===== config.mk =====
export PLATFORM = sky130hd
export DESIGN_NAME = fm_discriminator_core_flat
export DESIGN_NICKNAME = d
export VERILOG_FILES = /design/src/rtl/core/fmd_pkg.sv /design/src/rtl/core/fmd_in_if.sv /design/src/rtl/core/fmd_out_if.sv /design/src/rtl/core/fmd_mul.sv /design/src/rtl/core/fmd_div.sv /design/src/rtl/core/fm_discriminator_core.sv /design/src/flat_wrapper.sv
export SDC_FILE = /design/constraint.sdc
export NUM_CORES = 2
export LEC_CHECK = 0
export BUFFER_PORTS_ARGS = -buffer_cell sky130_fd_sc_hd__buf_2
export CORE_MARGIN = 5
export CORE_UTILIZATION = 30
export CTS_CLUSTER_DIAMETER = 120
export CTS_CLUSTER_SIZE = 30
export DETAILED_ROUTE_END_ITERATION = 16
export HOLD_SLACK_MARGIN = 0.02
export MAX_ROUTING_LAYER = met4
export PLACE_DENSITY = 0.55
export RECOVER_POWER = 50
export SYNTH_ARGS = -nofsm -noshare
export SYNTH_HDL_FRONTEND = slang
export SYNTH_SLANG_ARGS = --single-unit
export TNS_END_PERCENT = 1

===== constraint.sdc =====
create_clock -name clk -period 8.8 [get_ports clk]
set_input_delay 1.32 -clock clk [delete_from_list [all_inputs] [get_ports clk]]
set_output_delay 1.32 -clock clk [all_outputs]
set_load 0.03 [all_outputs]

===== src/rtl/core/fmd_pkg.sv =====
// Shared package of the FM discriminator core: default sizes, output limits,
// sequencer codes and the control structs passed between the core's modules.
// No dependencies.
`default_nettype none

package fmd_pkg;

  // Defaults for the top-level parameters.
  localparam int SAMPLE_WIDTH_DEF  = 16;
  localparam int OUT_FRAC_BITS_DEF = 12;

  // The output field is fixed at 16 bits, signed.
  localparam int OUT_W = 16;

  // The divider produces one bit more than the output so that any quotient
  // of 65536 or more shows up as an overflow bit.
  localparam int QUO_W     = OUT_W + 1;
  localparam int DIV_STEPS = QUO_W;
  localparam int DIV_CNT_W = $clog2(DIV_STEPS + 1);

  // Clamp levels of the quotient magnitude for each sign.
  localparam logic [QUO_W-1:0] OUT_MAX_POS = QUO_W'(32767);
  localparam logic [QUO_W-1:0] OUT_MAX_NEG = QUO_W'(32768);

  typedef enum logic [2:0] {
    ST_IDLE,
    ST_MUL,
    ST_DSTART,
    ST_DIV,
    ST_FIN
  } fmd_state_t;

  // Order in which the four products go through the shared multiplier.
  typedef enum logic [2:0] {
    MS_QPI,
    MS_IPQ,
    MS_II,
    MS_QQ,
    MS_DONE
  } mul_step_t;

  typedef struct packed {
    logic      valid;
    mul_step_t step;
  } mul_tag_t;

  typedef struct packed {
    logic start;
  } div_ctl_t;

  typedef struct packed {
    logic done;
    logic ovf;
  } div_stat_t;

endpackage

`default_nettype wire


===== src/rtl/core/fmd_in_if.sv =====
// Input stream interface of the FM discriminator core: one I/Q pair per beat.
// Depends on fmd_pkg for the default sample width.
`default_nettype none

interface fmd_in_if #(
  parameter int SAMPLE_WIDTH = fmd_pkg::SAMPLE_WIDTH_DEF
) ();
  logic                           valid;
  logic                           ready;
  logic signed [SAMPLE_WIDTH-1:0] i_sample;
  logic signed [SAMPLE_WIDTH-1:0] q_sample;

  modport source (output valid, output i_sample, output q_sample, input ready);
  modport sink   (input valid, input i_sample, input q_sample, output ready);
endinterface

`default_nettype wire


===== src/rtl/core/fmd_out_if.sv =====
// Result stream interface of the FM discriminator core: one value per beat.
// Depends on fmd_pkg for the output width.
`default_nettype none

interface fmd_out_if ();
  logic                           valid;
  logic                           ready;
  logic signed [fmd_pkg::OUT_W-1:0] demod_value;
  logic                           saturated;

  modport source (output valid, output demod_value, output saturated, input ready);
  modport sink   (input valid, input demod_value, input saturated, output ready);
endinterface

`default_nettype wire


===== src/rtl/core/fmd_mul.sv =====
// Shared signed multiplier of the FM discriminator core, one registered
// product per cycle with its step tag. Depends on fmd_pkg.
`default_nettype none

module fmd_mul #(
  parameter int SAMPLE_WIDTH = fmd_pkg::SAMPLE_WIDTH_DEF
) (
  input  logic                             clk,
  input  logic                             rst_n,
  input  fmd_pkg::mul_tag_t                req,
  input  logic signed [SAMPLE_WIDTH-1:0]   op_a,
  input  logic signed [SAMPLE_WIDTH-1:0]   op_b,
  output fmd_pkg::mul_tag_t                rsp,
  output logic signed [2*SAMPLE_WIDTH-1:0] prod
);

  fmd_pkg::mul_tag_t                rsp_r;
  logic signed [2*SAMPLE_WIDTH-1:0] prod_r;

  always_ff @(posedge clk) begin
    if (!rst_n) begin
      rsp_r <= '{valid: 1'b0, step: fmd_pkg::MS_QPI};
    end else begin
      rsp_r <= req;
    end
  end

  always_ff @(posedge clk) begin
    prod_r <= op_a * op_b;
  end

  assign rsp  = rsp_r;
  assign prod = prod_r;

endmodule

`default_nettype wire


===== src/rtl/core/fmd_div.sv =====
// Restoring divider of the FM discriminator core, one quotient bit per cycle,
// giving floor(num * 2^OUT_FRAC_BITS / den) with an overflow bit. Depends on fmd_pkg.
`default_nettype none

module fmd_div #(
  parameter int SAMPLE_WIDTH  = fmd_pkg::SAMPLE_WIDTH_DEF,
  parameter int OUT_FRAC_BITS = fmd_pkg::OUT_FRAC_BITS_DEF
) (
  input  logic                        clk,
  input  logic                        rst_n,
  input  fmd_pkg::div_ctl_t           ctl,
  input  logic [2*SAMPLE_WIDTH-1:0]   num_mag,
  input  logic [2*SAMPLE_WIDTH-1:0]   den,
  output fmd_pkg::div_stat_t          stat,
  output logic [fmd_pkg::OUT_W-1:0]   quo
);

  localparam int PW = 2 * SAMPLE_WIDTH;
  localparam int CW = PW + fmd_pkg::QUO_W;

  logic                           busy_r, busy_nxt;
  logic                           done_r, done_nxt;
  logic [fmd_pkg::DIV_CNT_W-1:0]  cnt_r, cnt_nxt;
  logic [CW-1:0]                  rem_r, rem_nxt;
  logic [CW-1:0]                  dsh_r, dsh_nxt;
  logic [fmd_pkg::QUO_W-1:0]      quo_r, quo_nxt;
  logic [CW:0]                    diff;
  logic                           fits;

  // The remainder starts as the numerator scaled by the fraction bits and the
  // divisor starts at den << 16; it moves right one place each step.
  assign diff = {1'b0, rem_r} - {1'b0, dsh_r};
  assign fits = !diff[CW];

  always_comb begin
    busy_nxt = busy_r;
    done_nxt = 1'b0;
    cnt_nxt  = cnt_r;
    rem_nxt  = rem_r;
    dsh_nxt  = dsh_r;
    quo_nxt  = quo_r;
    if (ctl.start) begin
      busy_nxt = 1'b1;
      cnt_nxt  = fmd_pkg::DIV_CNT_W'(fmd_pkg::DIV_STEPS);
      rem_nxt  = {{(CW-PW-OUT_FRAC_BITS){1'b0}}, num_mag, {OUT_FRAC_BITS{1'b0}}};
      dsh_nxt  = {1'b0, den, {(fmd_pkg::QUO_W-1){1'b0}}};
      quo_nxt  = '0;
    end else if (busy_r) begin
      if (fits) begin
        rem_nxt = diff[CW-1:0];
      end
      quo_nxt = {quo_r[fmd_pkg::QUO_W-2:0], fits};
      dsh_nxt = dsh_r >> 1;
      cnt_nxt = cnt_r - fmd_pkg::DIV_CNT_W'(1);
      if (cnt_r == fmd_pkg::DIV_CNT_W'(1)) begin
        busy_nxt = 1'b0;
        done_nxt = 1'b1;
      end
    end
  end

  always_ff @(posedge clk) begin
    if (!rst_n) begin
      busy_r <= 1'b0;
      done_r <= 1'b0;
      cnt_r  <= '0;
    end else begin
      busy_r <= busy_nxt;
      done_r <= done_nxt;
      cnt_r  <= cnt_nxt;
    end
  end

  always_ff @(posedge clk) begin
    rem_r <= rem_nxt;
    dsh_r <= dsh_nxt;
    quo_r <= quo_nxt;
  end

  assign stat.done = done_r;
  assign stat.ovf  = quo_r[fmd_pkg::QUO_W-1];
  assign quo       = quo_r[fmd_pkg::OUT_W-1:0];

endmodule

`default_nettype wire


===== src/rtl/core/fm_discriminator_core.sv =====
// Top level of the FM discriminator core: sequencer, sample state and output
// register around the shared multiplier and the bit-serial divider.
// Depends on fmd_pkg, fmd_in_if, fmd_out_if, fmd_mul and fmd_div.
//
//   Channel  Dir  Beat contents                      Handshake
//   in_ch    in   i_sample, q_sample (signed Q1.15)  valid/ready
//   out_ch   out  demod_value (Q4.12), saturated     valid/ready
//
// A pair goes through the shared multiplier for four products, then the divider is
// started, runs its 17 division steps and raises its done flag, and the result is
// loaded into the output register; a pair with a zero I or Q goes from acceptance
// straight to the load. The core takes a new pair only after the last one is loaded.
// Reset is synchronous and clears the previous sample; in_ch.ready is high only in
// idle. A stalled result holds the output register; only the next load waits.
`default_nettype none

module fm_discriminator_core #(
  parameter int SAMPLE_WIDTH  = fmd_pkg::SAMPLE_WIDTH_DEF,
  parameter int OUT_FRAC_BITS = fmd_pkg::OUT_FRAC_BITS_DEF
) (
  input  logic       clk,
  input  logic       rst_n,
  fmd_in_if.sink     in_ch,
  fmd_out_if.source  out_ch
);

  localparam int SW = SAMPLE_WIDTH;
  localparam int PW = 2 * SW;
  localparam int NW = PW + 1;

  fmd_pkg::fmd_state_t state_r, state_nxt;
  fmd_pkg::mul_step_t  step_r, step_nxt;

  // Sample state and working operands of the pair in flight.
  logic signed [SW-1:0] prev_i_r, prev_q_r;
  logic signed [SW-1:0] cur_i_r, cur_q_r;
  logic signed [SW-1:0] opi_r, opq_r;
  logic                 zero_r;

  // Numerator q*pi - i*pq and denominator i*i + q*q.
  logic signed [NW-1:0] num_r;
  logic        [PW-1:0] den_r;
  logic signed [NW-1:0] num_neg;
  logic        [PW-1:0] num_mag;

  // Output register.
  logic                           out_valid_r;
  logic signed [fmd_pkg::OUT_W-1:0] out_val_r;
  logic                           out_sat_r;

  fmd_pkg::mul_tag_t    mul_req, mul_rsp;
  logic signed [SW-1:0] mul_a, mul_b;
  logic signed [PW-1:0] mul_prod;

  fmd_pkg::div_ctl_t            div_ctl;
  fmd_pkg::div_stat_t           div_stat;
  logic [fmd_pkg::OUT_W-1:0]    div_quo;

  logic                         in_fire;
  logic                         out_free;
  logic                         zero_in;

  // Final saturation and sign of the quotient.
  logic [fmd_pkg::QUO_W-1:0]    mag_full;
  logic [fmd_pkg::QUO_W-1:0]    limit;
  logic [fmd_pkg::QUO_W-1:0]    mag_clip;
  logic [fmd_pkg::QUO_W-1:0]    mag_signed;
  logic                         fin_sat;
  logic [fmd_pkg::OUT_W-1:0]    fin_val;

  assign in_fire  = in_ch.valid && in_ch.ready;
  assign out_free = !out_valid_r || out_ch.ready;
  assign zero_in  = (in_ch.i_sample == '0) || (in_ch.q_sample == '0);

  // Next-state logic of the sequencer.
  always_comb begin
    state_nxt = state_r;
    case (state_r)
      fmd_pkg::ST_IDLE: begin
        if (in_fire) begin
          state_nxt = zero_in ? fmd_pkg::ST_FIN : fmd_pkg::ST_MUL;
        end
      end
      fmd_pkg::ST_MUL: begin
        if (mul_rsp.valid && (mul_rsp.step == fmd_pkg::MS_QQ)) begin
          state_nxt = fmd_pkg::ST_DSTART;
        end
      end
      fmd_pkg::ST_DSTART: begin
        state_nxt = fmd_pkg::ST_DIV;
      end
      fmd_pkg::ST_DIV: begin
        if (div_stat.done) begin
          state_nxt = fmd_pkg::ST_FIN;
        end
      end
      fmd_pkg::ST_FIN: begin
        if (out_free) begin
          state_nxt = fmd_pkg::ST_IDLE;
        end
      end
      default: begin
        state_nxt = fmd_pkg::ST_IDLE;
      end
    endcase
  end

  // Sequencer outputs: input ready, multiplier issue and divider start.
  always_comb begin
    in_ch.ready   = 1'b0;
    mul_req.valid = 1'b0;
    mul_req.step  = step_r;
    div_ctl.start = 1'b0;
    step_nxt      = step_r;
    case (state_r)
      fmd_pkg::ST_IDLE: begin
        in_ch.ready = 1'b1;
        step_nxt    = fmd_pkg::MS_QPI;
      end
      fmd_pkg::ST_MUL: begin
        case (step_r)
          fmd_pkg::MS_QPI: begin
            mul_req.valid = 1'b1;
            step_nxt      = fmd_pkg::MS_IPQ;
          end
          fmd_pkg::MS_IPQ: begin
            mul_req.valid = 1'b1;
            step_nxt      = fmd_pkg::MS_II;
          end
          fmd_pkg::MS_II: begin
            mul_req.valid = 1'b1;
            step_nxt      = fmd_pkg::MS_QQ;
          end
          fmd_pkg::MS_QQ: begin
            mul_req.valid = 1'b1;
            step_nxt      = fmd_pkg::MS_DONE;
          end
          default: begin
            step_nxt = fmd_pkg::MS_DONE;
          end
        endcase
      end
      fmd_pkg::ST_DSTART: begin
        div_ctl.start = 1'b1;
      end
      default: begin
      end
    endcase
  end

  // Operand select for the shared multiplier.
  always_comb begin
    case (step_r)
      fmd_pkg::MS_QPI: begin
        mul_a = cur_q_r;
        mul_b = opi_r;
      end
      fmd_pkg::MS_IPQ: begin
        mul_a = cur_i_r;
        mul_b = opq_r;
      end
      fmd_pkg::MS_II: begin
        mul_a = cur_i_r;
        mul_b = cur_i_r;
      end
      default: begin
        mul_a = cur_q_r;
        mul_b = cur_q_r;
      end
    endcase
  end

  fmd_mul #(
    .SAMPLE_WIDTH (SAMPLE_WIDTH)
  ) u_mul (
    .clk   (clk),
    .rst_n (rst_n),
    .req   (mul_req),
    .op_a  (mul_a),
    .op_b  (mul_b),
    .rsp   (mul_rsp),
    .prod  (mul_prod)
  );

  // The divider works on magnitudes; the sign is applied at the end.
  assign num_neg = -num_r;
  assign num_mag = num_r[NW-1] ? num_neg[PW-1:0] : num_r[PW-1:0];

  fmd_div #(
    .SAMPLE_WIDTH  (SAMPLE_WIDTH),
    .OUT_FRAC_BITS (OUT_FRAC_BITS)
  ) u_div (
    .clk     (clk),
    .rst_n   (rst_n),
    .ctl     (div_ctl),
    .num_mag (num_mag),
    .den     (den_r),
    .stat    (div_stat),
    .quo     (div_quo)
  );

  // Clamp to 32767 for a positive and 32768 for a negative result, then
  // negate a negative one. A zero I or Q forces a plain zero without saturation.
  assign mag_full   = {div_stat.ovf, div_quo};
  assign limit      = num_r[NW-1] ? fmd_pkg::OUT_MAX_NEG : fmd_pkg::OUT_MAX_POS;
  assign fin_sat    = !zero_r && (mag_full > limit);
  assign mag_clip   = (mag_full > limit) ? limit : mag_full;
  assign mag_signed = num_r[NW-1] ? -mag_clip : mag_clip;
  assign fin_val    = zero_r ? '0 : mag_signed[fmd_pkg::OUT_W-1:0];

  // Control state.
  always_ff @(posedge clk) begin
    if (!rst_n) begin
      state_r     <= fmd_pkg::ST_IDLE;
      step_r      <= fmd_pkg::MS_QPI;
      prev_i_r    <= '0;
      prev_q_r    <= '0;
      out_valid_r <= 1'b0;
    end else begin
      state_r <= state_nxt;
      step_r  <= step_nxt;
      if (in_fire) begin
        prev_i_r <= in_ch.i_sample;
        prev_q_r <= in_ch.q_sample;
      end
      if ((state_r == fmd_pkg::ST_FIN) && out_free) begin
        out_valid_r <= 1'b1;
      end else if (out_ch.ready) begin
        out_valid_r <= 1'b0;
      end
    end
  end

  // Datapath registers.
  always_ff @(posedge clk) begin
    if (in_fire) begin
      cur_i_r <= in_ch.i_sample;
      cur_q_r <= in_ch.q_sample;
      opi_r   <= prev_i_r;
      opq_r   <= prev_q_r;
      zero_r  <= zero_in;
    end
    if (mul_rsp.valid) begin
      case (mul_rsp.step)
        fmd_pkg::MS_QPI: num_r <= {mul_prod[PW-1], mul_prod};
        fmd_pkg::MS_IPQ: num_r <= num_r - {mul_prod[PW-1], mul_prod};
        fmd_pkg::MS_II:  den_r <= mul_prod[PW-1:0];
        fmd_pkg::MS_QQ:  den_r <= den_r + mul_prod[PW-1:0];
        default: begin
        end
      endcase
    end
    if ((state_r == fmd_pkg::ST_FIN) && out_free) begin
      out_val_r <= fin_val;
      out_sat_r <= fin_sat;
    end
  end

  assign out_ch.valid       = out_valid_r;
  assign out_ch.demod_value = out_val_r;
  assign out_ch.saturated   = out_sat_r;

endmodule

`default_nettype wire


===== src/flat_wrapper.sv =====
// flat-port wrapper written by rule: the top's interface ports become plain ports
module fm_discriminator_core_flat 
#(
  parameter int SAMPLE_WIDTH  = fmd_pkg::SAMPLE_WIDTH_DEF,
  parameter int OUT_FRAC_BITS = fmd_pkg::OUT_FRAC_BITS_DEF
)
  (clk, rst_n, in_ch_valid, in_ch_i_sample, in_ch_q_sample, in_ch_ready, out_ch_valid, out_ch_demod_value, out_ch_saturated, out_ch_ready);
  fmd_in_if #(.SAMPLE_WIDTH(SAMPLE_WIDTH)) in_ch_i ();
  fmd_out_if out_ch_i ();
  input  logic clk;
  input  logic rst_n;
  input wire logic [$bits(in_ch_i.valid)-1:0] in_ch_valid;
  input wire logic [$bits(in_ch_i.i_sample)-1:0] in_ch_i_sample;
  input wire logic [$bits(in_ch_i.q_sample)-1:0] in_ch_q_sample;
  output wire logic [$bits(in_ch_i.ready)-1:0] in_ch_ready;
  output wire logic [$bits(out_ch_i.valid)-1:0] out_ch_valid;
  output wire logic [$bits(out_ch_i.demod_value)-1:0] out_ch_demod_value;
  output wire logic [$bits(out_ch_i.saturated)-1:0] out_ch_saturated;
  input wire logic [$bits(out_ch_i.ready)-1:0] out_ch_ready;
  assign in_ch_i.valid = in_ch_valid;
  assign in_ch_i.i_sample = in_ch_i_sample;
  assign in_ch_i.q_sample = in_ch_q_sample;
  assign in_ch_ready = in_ch_i.ready;
  assign out_ch_valid = out_ch_i.valid;
  assign out_ch_demod_value = out_ch_i.demod_value;
  assign out_ch_saturated = out_ch_i.saturated;
  assign out_ch_i.ready = out_ch_ready;
  fm_discriminator_core #(.SAMPLE_WIDTH(SAMPLE_WIDTH), .OUT_FRAC_BITS(OUT_FRAC_BITS)) u_core (.clk(clk), .rst_n(rst_n), .in_ch(in_ch_i), .out_ch(out_ch_i));
endmodule

==> Word-level counts from Yosys, hierarchy flattened <==
Index checks and enable logic that the tools add are counted.
{ "op_classes": {"mux": 32, "n_reduce_logical": 29, "n_addsub": 6, "n_lt_le_gt_ge": 1, "eq_ne": 16, "n_bitwise": 3, "mul": 1} }
{ "ops": {"columns": ["operator", "n"], "rows": [
  ["44-bit 2-to-1 mux", 3],
  ["48-bit 2-to-1 mux", 2],
  ["33-bit one-hot mux with 2 select lines", 1],
  ["16-bit 2-to-1 mux", 4],
  ["32-bit one-hot mux with 2 select lines", 1],
  ["49-bit by 48-bit subtractor with 50-bit output", 1],
  ["16-bit one-hot mux with 3 select lines", 1],
  ["33-bit subtractor", 1],
  ["32-bit adder", 1],
  ["16-bit logical NOT", 2],
  ["16-bit by 16-bit multiplier with 32-bit output", 1],
  ["32-bit 2-to-1 mux", 1],
  ["32-bit negation", 1],
  ["3-bit by 2-bit equality test with 1-bit output (second input constant)", 6],
  ["17-bit by 16-bit greater-than comparator with 1-bit output", 1],
  ["16-bit negation", 1],
  ["3-bit 2-to-1 mux", 5],
  ["3-bit one-hot mux with 5 select lines", 1],
  ["5-bit 2-to-1 mux", 2],
  ["2-bit AND reduction", 5],
  ["2-bit nonzero test", 5],
  ["3-bit by 1-bit equality test with 1-bit output (second input constant)", 3],
  ["3-bit logical NOT", 3],
  ["1-bit 2-to-1 mux", 9],
  ["15 further kinds", 27]
]} }
{ "word_totals": {"out_inout_bits": 19, "regBits": 343} }

==> Longest topological paths before layout <==
{ "depth": {"ltp_word": 5, "ltp_mapped": 30} }

==> Modules after synthesis <==
Synthesis repeated with hierarchy kept, for this count alone.
{ "unflattened": {"cells_unflattened": 3275, "area_unflattened_um2": 30407.9} }
{ "by_module_without_submodules": {"columns": ["mod", "cells_each", "seq_area_each_um2", "instances", "area_per_inst_um2"], "rows": [
  ["fm_discriminator_core", 1291, 5195.0, 1, 12086.6],
  ["fmd_mul", 1110, 720.7, 1, 10576.4],
  ["fmd_div", 874, 3062.9, 1, 7744.9]
]} }

==> Least setup slack after synthesis <==
OpenSTA, ideal clock, no wires.
{ "synth_timing": {"kind": "register to register", "from": "register u_core.step_r[1]", "to": "register u_core.u_mul.prod_r[28] (netlist: u_core.u_mul.prod[28])", "path_stages_with_launch": 29, "required_ns": 8.728, "path_buffers": 3, "arrival_time_ns": 7.526, "path_slack_ns": 1.202, "cell_sequence": "dfxtp_1 clkbuf_1 xnor2_1 nor2_1 clkbuf_1 buf_1 mux2i_1 nor2_1 fa_1 inv_1 fa_1 fa_1 inv_1 fa_1 fa_1 inv_1 fa_1 inv_1 ha_1 a21o_1 a21o_1 a21o_1 a32oi_1 nand3b_1 or3_1 and4_1 a21oi_1 nor2b_1 xnor2_1"} }
{ "synth_via": {"elab_chain_len": 4, "elab_cells_between_ends": 7, "cone_classes": "mul: 1; eq/ne: 2; mux: 2; reduce/logical: 2"} }
{ "synth_rtl": {"columns": ["element", "line", "source"], "rows": [
  ["start, declared", "fm_discriminator_core.sv:32", "fmd_pkg::mul_step_t step_r, step_nxt;"],
  ["start signal, assigned", "fm_discriminator_core.sv:215", "step_r <= fmd_pkg::MS_QPI;"],
  ["start signal, assigned", "fm_discriminator_core.sv:221", "step_r <= step_nxt;"],
  ["3-bit by 1-bit equality test with 1-bit output / 3-bit by 2-bit equality test with 1-bit output (equally long branches)", "fm_discriminator_core.sv:153", "case (step_r)"],
  ["2-bit OR reduction (no line)", null, null],
  ["16-bit 2-to-1 mux", "fm_discriminator_core.sv:153", null],
  ["16-bit by 16-bit multiplier with 32-bit output (*)", "fmd_mul.sv:29", "prod_r <= op_a * op_b;"],
  ["end signal, assigned", "fmd_mul.sv:29", null],
  ["end, declared", "fmd_mul.sv:18", "logic signed [2*SAMPLE_WIDTH-1:0] prod_r;"]
]} }
Mark *: on every way between the ends. The rest lies on a longest branch, timed or not.
A chain may end at the register's enable or synchronous reset.

==> Worst setup path after layout <==
{ "layout_timing": {"from": "register u_core.step_r[1]", "to": "register u_core.u_mul.prod_r[31] (netlist: u_core.u_mul.prod[31])"} }
The elaborated chain is that of the path after synthesis.

==> impl_metrics.yaml <==
status:
  status: "finished with violations"
  violations: "capacitance limit, slew limit"
worst_setup_path:
  crit_top_cell: "fa_1"
  reg2reg_to: "u_core.u_mul.prod[31]"
  crit_family: "adder cells"
  start_kind: "flop"
  end_kind: "flop"
  crit_required_ns: 9.30
  max_stage_delay_ns: 0.63
  cp_num_buf_inv: 7
  ff2ff_path_depth: 27
  cp_data_arrival_time_ns: 8.17
  path_class: "flop to flop"
  timing.rr.start: "u_core.step_r[1]"
  slowest_stage: "o22a_1"
  path_max_fanout: 52
  reg2reg_slack_ns: 1.13
detailed_routing:
  route.detailed.drc: 0
  vias: 22500
  vias_per_cell: 4.94
  dr.pass1.iters: 5
  routed_wl_um: 75100
  ant_nets: 0
  drt-wirelength-per-cell_um: 16.5
  drt_iter0_markers: 1338
sta:
  setup_ws_ns: 1.13
  fin_crit_sh_pct: 87.2
  max_slew.worst_pin.slew_ns: 3.38
  setup_viol: 0
  fin_crit_ns: 7.67
  max_freq_mhz: 130
  hold_viol: 0
  drv_slew: 386
  rsz0062_at_grt: "no"
  relSlewSlack_pct: -126
  fin_tns_setup_ns: 0
  fin_skew_ns: 0.0340
cells_and_area:
  layout.nets: 3758
  multi_input_area_mm2: 0.0190
  final-seq-area_mm2: 0.00898
  insertedDiodeCount: 0
  areaGrowthSynthToFinish_pct: 7.02
  drive_gt1_share_pct: 3.60
  fin_area_mm2: 0.0321
  fillCellCount: 10400
synthesis:
  synth-xor-area-share_pct: 4.85
  yosys.cell_types.count: 76
  synth_top_area_share_pct: 21.1
  synthSimpleGateAreaFrac_pct: 14.4
  synthAdderAreaFrac_pct: 26.6
  seq_area_frac_synth_pct: 29.9
  synth_top_family_by_area: "adder cells"
  ys_warn_count: 0
  ys_ff_latch: 343
  muxShareOfSynthArea_pct: 2.78
  synth.avg_cell_area_um2: 9.23
  syn-instance-count: 3250
  syn_nets: 3764
  yosys_most_used_dff: "edfxtp_1"
  ys_top_cells_by_area: "edfxtp_1, fa_1, ha_1"
  synth_edf_count: 211
  async_reset_ff_share_pct: 0
  yosysMostFrequentCell: "inv_1"
  syn-cell-area_mm2: 0.0300
  ys_top_cells_by_count: "inv_1, nand2_1, nor2_1"
  synth-compound-area-share_pct: 14.6
  yosysTopAreaCell: "edfxtp_1"
placed_design:
  hpwl_um: 57900
  io_buffers: 54
  gp_congestion: 0.879
  placed_area_mm2: 0.0318
  dpl_worst_slack_ns: 1.25
clock_network:
  cts_tree: "built"
  clk_pin_slew_ns: 0.11
  cts_buffers: 15
  worstSkewPairLatency_ns: 0.57
  root_buffer: "clkbuf_16"
  cts.sinks: 343
  ctsResizeCount: 0
  htreeDepth: 1
  postCtsSetupBuffers: 0
  clk_path_buf_depth: 3
  hold_buffers: 0
global_routing:
  overflow: 0
  grt_max_degree: 98
  grt_pass1_vias: 22600
  antenna_found_initial: 0
  grt_pass1_wl_um: 123000
  grtUsageTotal_pct: 14.4
hold_path:
  holdPathStages: 0
  worst_hold_path_type: "flop to flop"
  hp-start: "u_core.prev_i_r[2]"
  hold_end: "u_core.opi_r[2]"
floorplanning:
  die_h_um: 326
  die-area_mm2: 0.106
  die_x_um: 326
  core_area_mm2: 0.0997
  start_util_pct: 30.1
  rows: 116
  pin_count: 55
run:
  drv_cap: 8
## kinds of logic (layout without fill, tap and decap cells)
kind of cell | Yosys count | after routing
adders and majority gates | 478 | 478
and+or+nand+nor | 959 | 959
buffers and inverters | 535 | 538
xor gates and xnor gates | 166 | 166
DFF | 343 | 343
muxes | 81 | 81
AOI/OAI and AO/OA | 688 | 688
## state kept, by name, summed over array words and instances, names as in the netlist, 4 cells and up
signal	count
u_core.num_r	33
u_core.den_r	32
u_core.prev_i_r	16
u_core.u_div.rem_r	49
u_core.opi_r	16
u_core.u_div.quo_r	17
u_core.out_ch.demod_value	16
u_core.prev_q_r	16
u_core.u_div.dsh_r	48
u_core.cur_q_r	16
u_core.u_mul.prod	32
u_core.cur_i_r	16
u_core.u_div.cnt_r	5
u_core.u_mul.rsp	4
u_core.opq_r	16
## worst max path at each step
stage                                  endpoint  slack, ns             start  depth (start not counted)
after floorplan           u_core.u_mul.prod[28]       1.20  u_core.step_r[1]                         28
after global placement    u_core.u_mul.prod[31]       1.36  u_core.step_r[1]                         27
after detailed placement  u_core.u_mul.prod[30]       1.25  u_core.step_r[1]                         27
after CTS                 u_core.u_mul.prod[30]       1.22  u_core.step_r[1]                         27
after global routing      u_core.u_mul.prod[30]       0.77  u_core.step_r[1]                         27
final                     u_core.u_mul.prod[31]       1.13  u_core.step_r[1]                         27
## per-layer routing
layer  up-vias  global-route usage (%)  wire (um)
met5         -                       -          0
met2       446                    23.3      34400
li1      11000                       -          -
met3        84                    1.46       2890
met4         0                    2.52       1230
met1     11000                    19.9      36600
## area by class of cell
type                    instances  area share (%)
well taps                    1298            5.06
multi-input cells            2372            59.1
inverters                     414            4.85
repair buffers                 98            1.60
clock buffers                  23            1.27
clock inverters                 3          0.0897
flip-flops and latches        343            28.0
## per-stage QoR
step | std cells | utilization [%] | hold WS, ns
floorplan | 3250 | - | 0.408
global placement | 4525 | 31.8 | 0.411
detailed placement | 4525 | 31.8 | 0.414
CTS | 4551 | 32.3 | 0.434
global route | 4551 | 32.2 | 0.449
finish | 4551 | 32.2 | 0.428
## layout by cell type, fill, tap and decap left out, drive strengths merged, types with 62 or more instances in the layout
| cell type | count |
|---|---|
| fa | 265 |
| nor2 | 275 |
| xor2 | 71 |
| xnor2 | 95 |
| ha | 213 |
| dfxtp | 132 |
| nand2 | 403 |
| edfxtp | 211 |
| mux2i | 62 |
| a21o | 70 |
| clkbuf | 80 |
| inv | 416 |
| a21oi | 151 |
| o21ai | 186 |
Power is not shown: default switching activity piles up to over one toggle a cycle in this logic, so the estimate is an artifact.
